### src/hdl/sbtb_pkg.sv
// Shared constants and types for the spectrum band threshold bar.
package sbtb_pkg;

   localparam int MAG_W      = 16;
   localparam int THR_W      = 16;
   localparam int CNT_W      = 11;
   localparam int LED_W      = 8;
   localparam int CSR_IDX_W  = 1;
   localparam int CSR_DATA_W = 16;

   localparam logic [CSR_IDX_W-1:0] CSR_LEVEL_THRESHOLD = 1'b0;
   localparam logic [CSR_IDX_W-1:0] CSR_BIN_COUNT       = 1'b1;

   localparam logic [THR_W-1:0] THR_RESET = 16'd20;
   localparam logic [CNT_W-1:0] CNT_RESET = 11'd64;

   localparam int              SETTLE_W      = 2;
   localparam logic [SETTLE_W-1:0] SETTLE_CYCLES = 2'd2;

   typedef logic [MAG_W-1:0] mag_type;
   typedef logic [LED_W-1:0] led_type;

endpackage

### src/hdl/spectrum_band_threshold_bar_core.sv
// Spectrum band threshold bar: takes one magnitude bin per cycle while req_stall is low,
// sums the bins of each of GROUPS equal bands (DC left out of band 0), and after the last
// bin of a frame returns one LED pattern with bit g set when band g's mean is above
// level_threshold. One bin is taken every clock cycle unless req_stall holds it off; the
// pattern reaches rsp_ through three registered steps (bin update, threshold product,
// compare). A pattern held on rsp_ stalls the input only once the next pattern has reached
// the end of the pipe behind it. After reset and after every csr_ write the input is held
// off while the band boundaries are rebuilt from bin_count (one reciprocal multiply, then
// one boundary multiply per band). A frame with bin_count of zero yields no pattern.
module spectrum_band_threshold_bar_core #(
   parameter int GROUPS   = 8,
   parameter int MAX_BINS = 1024
) (
   input  logic                                  clock,
   input  logic                                  reset,
   input  logic                                  req_valid,
   output logic                                  req_stall,
   input  sbtb_pkg::mag_type                     req_magnitude,
   input  logic                                  req_frame_start,
   output logic                                  rsp_valid,
   input  logic                                  rsp_stall,
   output sbtb_pkg::led_type                     rsp_led_pattern,
   input  logic                                  csr_valid,
   output logic                                  csr_ready,
   input  logic [sbtb_pkg::CSR_IDX_W-1:0]        csr_index,
   input  logic [sbtb_pkg::CSR_DATA_W-1:0]       csr_wdata
);

   localparam int NW   = $clog2(MAX_BINS + 1);
   localparam int GW   = $clog2(GROUPS);
   localparam int RSH  = NW + GW;
   localparam int RW   = RSH + 1;
   localparam int QW   = NW + RW;
   localparam int CW   = (NW > sbtb_pkg::CNT_W) ? NW : sbtb_pkg::CNT_W;
   localparam int BW   = NW + 6;
   localparam int SW   = sbtb_pkg::MAG_W + NW;
   localparam int TW   = sbtb_pkg::THR_W + 1;
   localparam int PW   = TW + NW;
   localparam int OHW  = (GROUPS > sbtb_pkg::LED_W) ? GROUPS : sbtb_pkg::LED_W;
   localparam int RECIP_I = ((2 ** RSH) + GROUPS - 1) / GROUPS;
   localparam logic [RW-1:0] RECIP      = RW'(RECIP_I);
   localparam logic [CW-1:0] MAX_BINS_C = CW'(MAX_BINS);
   localparam logic [NW-1:0] MAX_BINS_N = NW'(MAX_BINS);

   // configuration
   logic [sbtb_pkg::THR_W-1:0]    thr_ff, thr_in;
   logic [sbtb_pkg::CNT_W-1:0]    cnt_ff, cnt_in;
   logic [sbtb_pkg::SETTLE_W-1:0] settle_ff, settle_in;
   logic                          csr_write;

   logic [CW-1:0] cnt_ext;
   logic [NW-1:0] neff_in, neff_ff;
   logic [QW-1:0] quot_prod;
   logic [NW-1:0] per_q, per_in, per_ff;
   logic [BW-1:0] bound_in [GROUPS];
   logic [BW-1:0] bound_ff [GROUPS];

   // handshake
   logic enable, accept;

   // frame state
   logic [NW-1:0] idx_ff, idx_in;
   logic [SW-1:0] sum_ff, sum_in;
   logic [NW-1:0] mem_ff, mem_in;

   // bin update
   logic [NW-1:0]  base_idx, b;
   logic [SW-1:0]  base_sum, s0, sum1;
   logic [NW-1:0]  base_mem, m0, mem1;
   logic [NW:0]    b_plus;
   logic           nz, wrap, in_range, add, end_grp, last_bin;
   logic [OHW-1:0] ge;
   logic [GROUPS-1:0] at_end;
   sbtb_pkg::led_type hot;

   // stage 1
   logic              v1_ff, done1_ff, emit1_ff, clr1_ff;
   logic [SW-1:0]     sum1_ff;
   logic [NW-1:0]     mem1_ff;
   sbtb_pkg::led_type hot1_ff;

   // stage 2
   logic              v2_ff, done2_ff, emit2_ff, clr2_ff;
   logic [SW-1:0]     sum2_ff;
   logic [PW-1:0]     need2_ff;
   sbtb_pkg::led_type hot2_ff;

   // pattern and output
   sbtb_pkg::led_type pat_ff, pat_in, pat_new, pat_base;
   sbtb_pkg::led_type out_ff;
   logic              out_valid_ff, out_valid_in, lit;

   // ---------------------------------------------------------------- configuration
   assign csr_ready = 1'b1;
   assign csr_write = csr_valid && csr_ready;

   always_comb begin
      thr_in = thr_ff;
      cnt_in = cnt_ff;
      if (csr_write) begin
         case (csr_index)
            sbtb_pkg::CSR_LEVEL_THRESHOLD: thr_in = csr_wdata[sbtb_pkg::THR_W-1:0];
            sbtb_pkg::CSR_BIN_COUNT:       cnt_in = csr_wdata[sbtb_pkg::CNT_W-1:0];
            default: ;
         endcase
      end
      if (csr_write) begin
         settle_in = sbtb_pkg::SETTLE_CYCLES;
      end else if (settle_ff != '0) begin
         settle_in = settle_ff - 1'b1;
      end else begin
         settle_in = settle_ff;
      end
   end

   always_ff @(posedge clock) begin
      if (reset) begin
         thr_ff    <= sbtb_pkg::THR_RESET;
         cnt_ff    <= sbtb_pkg::CNT_RESET;
         settle_ff <= sbtb_pkg::SETTLE_CYCLES;
      end else begin
         thr_ff    <= thr_in;
         cnt_ff    <= cnt_in;
         settle_ff <= settle_in;
      end
   end

   // effective bin count and bins per band; floor(n/GROUPS) by exact reciprocal
   always_comb begin
      cnt_ext   = CW'(cnt_ff);
      neff_in   = (cnt_ext > MAX_BINS_C) ? MAX_BINS_N : cnt_ext[NW-1:0];
      quot_prod = QW'(neff_in) * QW'(RECIP);
      per_q     = quot_prod[RSH +: NW];
      per_in    = (per_q == '0) ? NW'(1) : per_q;
      for (int k = 0; k < GROUPS; k++) begin
         bound_in[k] = BW'(per_ff) * BW'(k + 1);
      end
   end

   always_ff @(posedge clock) begin
      neff_ff <= neff_in;
      per_ff  <= per_in;
      for (int k = 0; k < GROUPS; k++) begin
         bound_ff[k] <= bound_in[k];
      end
   end

   // ---------------------------------------------------------------- handshake
   // the pipe only stops when a finished pattern cannot move into a held output
   assign enable    = !(out_valid_ff && rsp_stall && v2_ff && emit2_ff);
   assign req_stall = (settle_ff != '0) || !enable;
   assign accept    = req_valid && !req_stall;

   // ---------------------------------------------------------------- bin update
   always_comb begin
      nz       = neff_ff != '0;
      base_idx = req_frame_start ? '0 : idx_ff;
      base_sum = req_frame_start ? '0 : sum_ff;
      base_mem = req_frame_start ? '0 : mem_ff;
      // count lowered below the current position: restart the frame
      wrap     = nz && (base_idx >= neff_ff);
      b        = wrap ? '0 : base_idx;
      s0       = wrap ? '0 : base_sum;
      m0       = wrap ? '0 : base_mem;
      b_plus   = {1'b0, b} + 1'b1;
      last_bin = b_plus == {1'b0, neff_ff};

      for (int k = 0; k < GROUPS; k++) begin
         ge[k]     = BW'(b) >= bound_ff[k];
         at_end[k] = BW'(b_plus) == bound_ff[k];
      end
      for (int k = GROUPS; k < OHW; k++) begin
         ge[k] = 1'b1;
      end
      in_range = !ge[GROUPS-1];

      // one-hot of the band holding this bin, LED bands only
      hot[0] = !ge[0];
      for (int k = 1; k < sbtb_pkg::LED_W; k++) begin
         hot[k] = !ge[k] && ge[k-1];
      end

      add     = in_range && (b != '0);
      sum1    = s0 + (add ? SW'(req_magnitude) : '0);
      mem1    = m0 + NW'(add);
      end_grp = in_range && ((|at_end) || last_bin);

      idx_in = idx_ff;
      sum_in = sum_ff;
      mem_in = mem_ff;
      if (accept) begin
         if (!nz) begin
            idx_in = base_idx;
            sum_in = base_sum;
            mem_in = base_mem;
         end else if (last_bin) begin
            idx_in = '0;
            sum_in = '0;
            mem_in = '0;
         end else begin
            idx_in = b_plus[NW-1:0];
            sum_in = end_grp ? '0 : sum1;
            mem_in = end_grp ? '0 : mem1;
         end
      end
   end

   always_ff @(posedge clock) begin
      if (reset) begin
         idx_ff <= '0;
         sum_ff <= '0;
         mem_ff <= '0;
      end else begin
         idx_ff <= idx_in;
         sum_ff <= sum_in;
         mem_ff <= mem_in;
      end
   end

   // ---------------------------------------------------------------- pipeline
   always_ff @(posedge clock) begin
      if (reset) begin
         v1_ff    <= 1'b0;
         done1_ff <= 1'b0;
         emit1_ff <= 1'b0;
         clr1_ff  <= 1'b0;
         v2_ff    <= 1'b0;
         done2_ff <= 1'b0;
         emit2_ff <= 1'b0;
         clr2_ff  <= 1'b0;
      end else if (enable) begin
         v1_ff    <= accept;
         done1_ff <= nz && end_grp && (mem1 != '0);
         emit1_ff <= nz && last_bin;
         clr1_ff  <= req_frame_start || wrap;
         v2_ff    <= v1_ff;
         done2_ff <= done1_ff;
         emit2_ff <= emit1_ff;
         clr2_ff  <= clr1_ff;
      end
   end

   always_ff @(posedge clock) begin
      if (enable) begin
         sum1_ff  <= sum1;
         mem1_ff  <= mem1;
         hot1_ff  <= hot;
         sum2_ff  <= sum1_ff;
         need2_ff <= PW'(TW'(thr_ff) + 1'b1) * PW'(mem1_ff);
         hot2_ff  <= hot1_ff;
      end
   end

   // ---------------------------------------------------------------- pattern and output
   always_comb begin
      pat_base = clr2_ff ? '0 : pat_ff;
      lit      = done2_ff && (PW'(sum2_ff) >= need2_ff);
      pat_new  = pat_base | (lit ? hot2_ff : '0);
      pat_in   = pat_ff;
      if (enable && v2_ff) begin
         pat_in = emit2_ff ? '0 : pat_new;
      end
      if (enable && v2_ff && emit2_ff) begin
         out_valid_in = 1'b1;
      end else if (!rsp_stall) begin
         out_valid_in = 1'b0;
      end else begin
         out_valid_in = out_valid_ff;
      end
   end

   always_ff @(posedge clock) begin
      if (reset) begin
         pat_ff       <= '0;
         out_valid_ff <= 1'b0;
      end else begin
         pat_ff       <= pat_in;
         out_valid_ff <= out_valid_in;
      end
   end

   always_ff @(posedge clock) begin
      if (enable && v2_ff && emit2_ff) begin
         out_ff <= pat_new;
      end
   end

   assign rsp_valid       = out_valid_ff;
   assign rsp_led_pattern = out_ff;

endmodule

### config.mk
export PLATFORM = sky130hd
export DESIGN_NAME = spectrum_band_threshold_bar_core
export DESIGN_NICKNAME = d
export VERILOG_FILES = /design/src/hdl/sbtb_pkg.sv /design/src/hdl/spectrum_band_threshold_bar_core.sv
export SDC_FILE = /design/constraint.sdc
export NUM_CORES = 1
export LEC_CHECK = 0
export BUFFER_PORTS_ARGS = -buffer_cell sky130_fd_sc_hd__buf_2
export CAP_MARGIN = 40
export CORE_UTILIZATION = 40
export CTS_BUF_LIST = sky130_fd_sc_hd__clkbuf_8
export DETAILED_ROUTE_END_ITERATION = 6
export PLACE_DENSITY = 0.6
export SLEW_MARGIN = 20
export SYNTH_ARGS = -nofsm -noshare
export SYNTH_HDL_FRONTEND = slang
export SYNTH_SLANG_ARGS = --single-unit
### constraint.sdc
create_clock -name clock -period 7.8 [get_ports clock]
set_input_delay 1.17 -clock clock [delete_from_list [all_inputs] [get_ports clock]]
set_output_delay 1.17 -clock clock [all_outputs]
set_load 0.02 [all_outputs]
## Word level (Yosys, flattened, before mapping)

Memory sizes are Yosys's and may differ from the RTL's.
Index checks and enable logic that the tools add are counted.

| storage, ports and cells | value |
|---|---|
| register bits after elaboration | 234 |
| memory bits (writable) | 112 |
| bits of input ports | 39 |
| output and inout bits | 11 |
| logic and storage cells | 124 |
| memories kept | 1 |

| operators by class | value |
|---|---|
| add/subtract/negate cells | 5 |
| multiply operators | 5 |
| order comparisons | 11 |
| eq/ne operators | 10 |
| mux-type cells | 21 |
| bitwise operators | 2 |
| reduce and logical (&&, ||, !) cells | 42 |

Memories:

| name | depth | bits a word | rd ports | clocked after memory_dff | write ports | RTL line | text |
|---|---|---|---|---|---|---|---|
| bound_ff | 8 | 14 | 8 | 0 | 8 | spectrum_band_threshold_bar_core.sv:56 | `logic [BW-1:0] bound_ff [GROUPS];` |

Operator list:

| kind | count |
|---|---|
| $eq A12 B17 Y1 | 8 |
| $ge A11 B17 Y1 | 8 |
| $mux W27 | 5 |
| $mux W11 | 10 |
| $reduce_bool A11 Y1 | 3 |
| $ge A27 B28 Y1 | 1 |
| $mul A11 B3 Y14 const B | 2 |
| $mul A17 B11 Y28 | 1 |
| $add A27 B16 Y27 | 1 |
| $mul A11 B2 Y13 const B | 2 |
| $mux W8 | 3 |
| $logic_and A1 B1 Y1 | 20 |
| $add A16 B1 Y17 const B | 1 |
| $mux W16 | 1 |
| $add A11 B1 Y12 const B | 1 |
| $eq A12 B11 Y1 | 1 |
| $add A11 B1 Y11 | 1 |
| $ge A11 B11 Y1 | 1 |
| $gt A11 B11 Y1 const B | 1 |
| $logic_not A1 Y1 | 10 |
| $logic_not A9 Y1 | 1 |
| $or A8 B8 Y8 | 1 |
| $reduce_or A8 Y1 | 1 |
| $reduce_and A2 Y1 | 2 |
| 7 further kinds | 10 |

## Logic depth before layout (Yosys ltp)

| depth | value |
|---|---|
| depth after elaboration | 12 |
| mapped depth | 37 |

## Worst setup path after synthesis

Ideal clock, no wire load.

| timing path | value |
|---|---|
| kind | input -> register |
| start point | input port req_frame_start |
| end point | register sum_ff[24] |
| setup time | 101 ps |
| arrival time | 7,767 ps |
| path slack | -68 ps |
| stages | 36 |
| path through | buf_2 nor2b_1 inv_1 ha_1 nand2b_1 a31oi_2 o21a_1 a21oi_2 buf_2 buf_2 nor2_1 ha_1 inv_1 a31oi_1 o21ai_0 o211ai_1 maj3_1 a21oi_1 o21ai_1 a21oi_1 clkbuf_1 and2_1 ha_1 fa_1 a21o_1 a21o_1 a21oi_1 o21ai_0 a41oi_1 a21oi_1 a211o_1 a21o_1 nand4_1 nor2_1 xnor2_1 o41ai_1 |

| between the ends | value |
|---|---|
| word-level cells in the longest chain between the ends | 12 |
| elaborated cells on any way between the ends | 28 |
| classes of those cells | 2 x add/sub; 2 x order compare; 9 x eq/ne; 8 x mux; 7 x reduce/logical |

Ends and longest elaborated chain:

| what | RTL line | text |
|---|---|---|
| from (decl) | spectrum_band_threshold_bar_core.sv:19 | `input logic req_frame_start,` |
| $mux W11 | spectrum_band_threshold_bar_core.sv:157 | `base_idx = req_frame_start ? '0 : idx_ff;` |
| $ge A11 B11 Y1 | spectrum_band_threshold_bar_core.sv:161 | `wrap = nz && (base_idx >= neff_ff);` |
| $logic_and A1 B1 Y1 | spectrum_band_threshold_bar_core.sv:161 |  |
| $mux W11 | spectrum_band_threshold_bar_core.sv:162 | `b = wrap ? '0 : base_idx;` |
| $ge A11 B17 Y1 or $add A11 B1 Y12 (tied branches) | spectrum_band_threshold_bar_core.sv:169, spectrum_band_threshold_bar_core.sv:165 |  |
| $logic_not A1 Y1 or $eq A12 B17 Y1 (tied branches) | spectrum_band_threshold_bar_core.sv:175, spectrum_band_threshold_bar_core.sv:170 |  |
| $logic_and A1 B1 Y1 or $reduce_or A8 Y1 (tied branches) | spectrum_band_threshold_bar_core.sv:183, spectrum_band_threshold_bar_core.sv:186 |  |
| $mux W16 or $logic_or A1 B1 Y1 (tied branches) | spectrum_band_threshold_bar_core.sv:184, spectrum_band_threshold_bar_core.sv:186 |  |
| $add A27 B16 Y27 or $logic_and A1 B1 Y1 (tied branches) | spectrum_band_threshold_bar_core.sv:184, spectrum_band_threshold_bar_core.sv:186 |  |
| $mux W27 | spectrum_band_threshold_bar_core.sv:202 | `sum_in = end_grp ? '0 : sum1;` |
| $mux W27 | spectrum_band_threshold_bar_core.sv:196 | `end else if (last_bin) begin` |
| $mux W27 (*) | spectrum_band_threshold_bar_core.sv:192 | `if (!nz) begin` |
| to (signal assigned) | spectrum_band_threshold_bar_core.sv:215 | `sum_ff <= sum_in;` |
| to (decl) | spectrum_band_threshold_bar_core.sv:63 | `logic [SW-1:0] sum_ff, sum_in;` |

Every way passes the cells marked *; elsewhere a longest branch is shown, timed or not.
A chain may end at the register's enable or synchronous reset.

## Worst setup path in the final report

| timing path | value |
|---|---|
| start point | input port req_frame_start |
| end point | register sum1_ff[26] (data pin) |

| between the ends | value |
|---|---|
| word-level cells in the longest chain between the ends | 9 |
| elaborated cells on any way between the ends | 12 |
| classes of those cells | 1 x add/sub; 2 x order compare; 5 x mux; 4 x reduce/logical |

Ends and longest elaborated chain:

| what | RTL line | text |
|---|---|---|
| $mux W11 | spectrum_band_threshold_bar_core.sv:157 |  |
| $ge A11 B11 Y1 | spectrum_band_threshold_bar_core.sv:161 |  |
| $logic_and A1 B1 Y1 | spectrum_band_threshold_bar_core.sv:161 |  |
| $mux W11 | spectrum_band_threshold_bar_core.sv:162 |  |
| $ge A11 B17 Y1 | spectrum_band_threshold_bar_core.sv:169 | `ge[k] = BW'(b) >= bound_ff[k];` |
| $logic_not A1 Y1 | spectrum_band_threshold_bar_core.sv:175 | `in_range = !ge[GROUPS-1];` |
| $logic_and A1 B1 Y1 | spectrum_band_threshold_bar_core.sv:183 | `add = in_range && (b != '0);` |
| $mux W16 | spectrum_band_threshold_bar_core.sv:184 | `sum1 = s0 + (add ? SW'(req_magnitude) : '0);` |
| $add A27 B16 Y27 (*) | spectrum_band_threshold_bar_core.sv:184 |  |
| via sum1[26] | spectrum_band_threshold_bar_core.sv:68 | `logic [SW-1:0] base_sum, s0, sum1;` |
| to (signal assigned) | spectrum_band_threshold_bar_core.sv:245 | `sum1_ff <= sum1;` |
| to (decl) | spectrum_band_threshold_bar_core.sv:78 | `logic [SW-1:0] sum1_ff;` |

Mark *: on every way through the listed nets, which the timed path passes. The rest lies on a longest branch.

==> results_dict.tcl <==
set metrics [dict create \
    design.core.area_um2 52760 \
    power_mw 3.365 \
    rows 84 \
    fmax_mhz 138.6 \
    clock_latency_ns 0.65 \
    first_pass_iters 7 \
    synth_top_area_share_pct 16.40 \
    endpoint_kind "flip-flop" \
    slowest_stage "fa_1" \
    violations "DRC" \
    yosysWarnings 0 \
    clkSinkCount 266 \
    cts_tree "yes" \
    htreeDepth 2 \
    overflow 0 \
    synth_cell_type_count 89 \
    detail_route.wl_per_cell_um 19.41 \
    clkTransAtPathRegs_ns 0.06 \
    worstRegToRegCells 24 \
    vdd_drop_max_mv 0.09349 \
    start_util_pct 40.60 \
    worstPathArrival_ns 7.56 \
    chipWidth_um 233.4 \
    dp_hpwl_um 46450 \
    max_stage_delay_ns 0.42 \
    preCtsSetupSlack_ns -0.09288 \
    synth_cells 2313 \
    layout-drive-gt1-share_pct 9.463 \
    synthFlopType "dfxtp_1" \
    whs_ns 0.4171 \
    drv_slew 0 \
    dieArea_um2 54480 \
    status "finished with violations" \
    hold_depth 0 \
    synth_most_common_cell "nand2_1" \
    skew_ns 0.05497 \
    r2r-start "thr_ff[3]$_SDFFE_PP0P_" \
    portBuffers 48 \
    setup_viol 0 \
    tightest_slew_ns 0.8373 \
    finalHoldViolations 0 \
    setup_ws_ns 0.5873 \
    routed_wl_um 60310 \
    ff_latch_area_um2 6496 \
    relSlewSlack_pct 44.18 \
    ys_seq_area_share_pct 30.33 \
    worstHoldStart "hot1_ff[4]$_DFFE_PN_" \
    final.fill_count 5154 \
    grt_usage_pct 22.55 \
    synth_nets 2705 \
    critPathRequiredTime_ns 8.15 \
    synth_area_um2 21420 \
    n_antenna_cell 0 \
    synth_edf_count 117 \
    grt_max_degree 70 \
    crit_fanout 17 \
    drc 2 \
    synth_top_area_cell "edfxtp_1" \
    power_density_nw_per_um2 141.7 \
    fin_util_pct 45.00 \
    gp_congestion 0.9638 \
    synth_area_leaders "edfxtp_1 (16%), dfxtp_1 (14%), fa_1 (14%)" \
    synthArstFlopShare_pct 0 \
    antenna_found_initial 4 \
    leakage_nw 10.97 \
    finalCritPeriodShare_pct 92.47 \
    rrSetupSlack_ns 0.84 \
    root_buffer "clkbuf_8" \
    cap_violations 0 \
    multiInputGateArea_um2 13550 \
    postRouteAntennaNets 0 \
    synth_area_per_cell_um2 9.260 \
    ys_top_cells_by_count "nand2_1 (284), inv_1 (249), ha_1 (208)" \
    ys_seq_elements 266 \
    num_vias 17019 \
    die_h_um 233.4 \
    drtIter0Drc 1020 \
    critical_path_class "in2reg" \
    min_path_type "reg2reg" \
    rsz0062_at_grt "false" \
    reg2reg_to "need2_ff[27]$_DFFE_PN_" \
    cts-hold-fix-buffers 0 \
    io_pins 50 \
    period_minus_slack_ns 7.213 \
    nets 2773 \
    startpoint_type "primary input" \
    syn2layout_area_growth_pct 10.85 \
    grt_pass1_vias 17284 \
    holdPathEnd "hot2_ff[4]$_DFFE_PN_" \
    grt_pass1_wl_um 95260 \
    clockBufferDepth 3 \
    via_per_inst 5.476 \
    cts_buffers 50 \
]
[cell type report]
| type | count | area share, % |
|---|---|---|
| Inverter | 256 | 4.058 |
| Sequential cell | 266 | 27.36 |
| Timing Repair Buffer | 119 | 3.494 |
| Multi-Input combinational cell | 1688 | 57.08 |
| Tap cell | 688 | 3.626 |
| Clock buffer | 56 | 3.246 |
| Clock inverter | 35 | 1.133 |
[worst max-delay path, delay by kind of cell]
family                   cells  cell delay (ns)
adder cells (fa/ha/maj)      5             1.33
AND/OR/NAND/NOR              6             0.84
AO/OA/AOI/OAI               18             3.24
buffers and inverters        5             0.74
XOR/XNOR                     1             0.21
[cell usage in the layout (no fill, tap or decap), types with 31 or more instances in the layout]
cell type / count
a21o_1: 46
a21oi_1: 109
a22o_1: 31
and2_1: 104
buf_2: 48
buf_4: 66
clkbuf_8: 56
dfxtp_1: 149
edfxtp_1: 117
fa_1: 145
ha_1: 208
inv_1: 260
nand2_1: 284
nand3_1: 50
nor2_1: 109
nor2b_1: 47
nor3_1: 32
o21ai_0: 58
xnor2_1: 83
xor2_1: 38
[worst max path at each step]
stage                              endpoint  depth (start not counted)       startpoint
floorplan             sum1_ff[21]$_DFFE_PN_                         33  req_frame_start
global placement      sum1_ff[21]$_DFFE_PN_                         32  req_frame_start
detailed placement  sum_ff[24]$_SDFFE_PP0P_                         34  req_frame_start
CTS                 sum_ff[24]$_SDFFE_PP0P_                         34  req_frame_start
global route        sum_ff[24]$_SDFFE_PP0P_                         35  req_frame_start
finish                sum1_ff[26]$_DFFE_PN_                         35  req_frame_start
[state kept, by name (all words and copies together) (netlist names), 16 cells and up]
register and cells:
thr_ff 16, sum_ff 27, bound_ff 35, sum2_ff 27, sum1_ff 27, need2_ff 28
[layer usage]
layer	global-route usage [%]	part of all wire, %
met5	0	0.051
met2	39.59	50
met4	8.279	3.6
met1	27.79	42
met3	3.394	5.0
[power by group]
part | internal [mW] | switching (mW) | total (mW)
combinational | 0.157 | 0.254 | 0.412
sequential | 1.50 | 0.0649 | 1.56
clock | 0.770 | 0.623 | 1.39
total | 2.42 | 0.942 | 3.36
[per-stage QoR]
step	cells	setup TNS [ns]	area, µm²
6_report	3108	0	23740
5_1_grt	3108	0	23740
4_1_cts	3105	0	23690
3_5_place_dp	3014	-0.2564	22650
3_3_place_gp	3012	0	22630
2_1_floorplan	2313	0	21420
[kinds of logic after synthesis]
logic type      count (synthesis)  synth area share [%]
xor+xnor                      125                 5.275
compound gates                445                 14.19
fa+ha+maj                     355                 25.80
buf+inv                       359                 6.496
flops                         266                 30.33
other cells                     1               0.01751
mux                            10                0.4848
simple gates                  752                 17.40
[timing repair]
item,4_1_cts,5_1_grt
setup endpoints to repair,0,1
setup buffers,0,1
resized for setup,0,0
(Power assumes the default switching activity.)
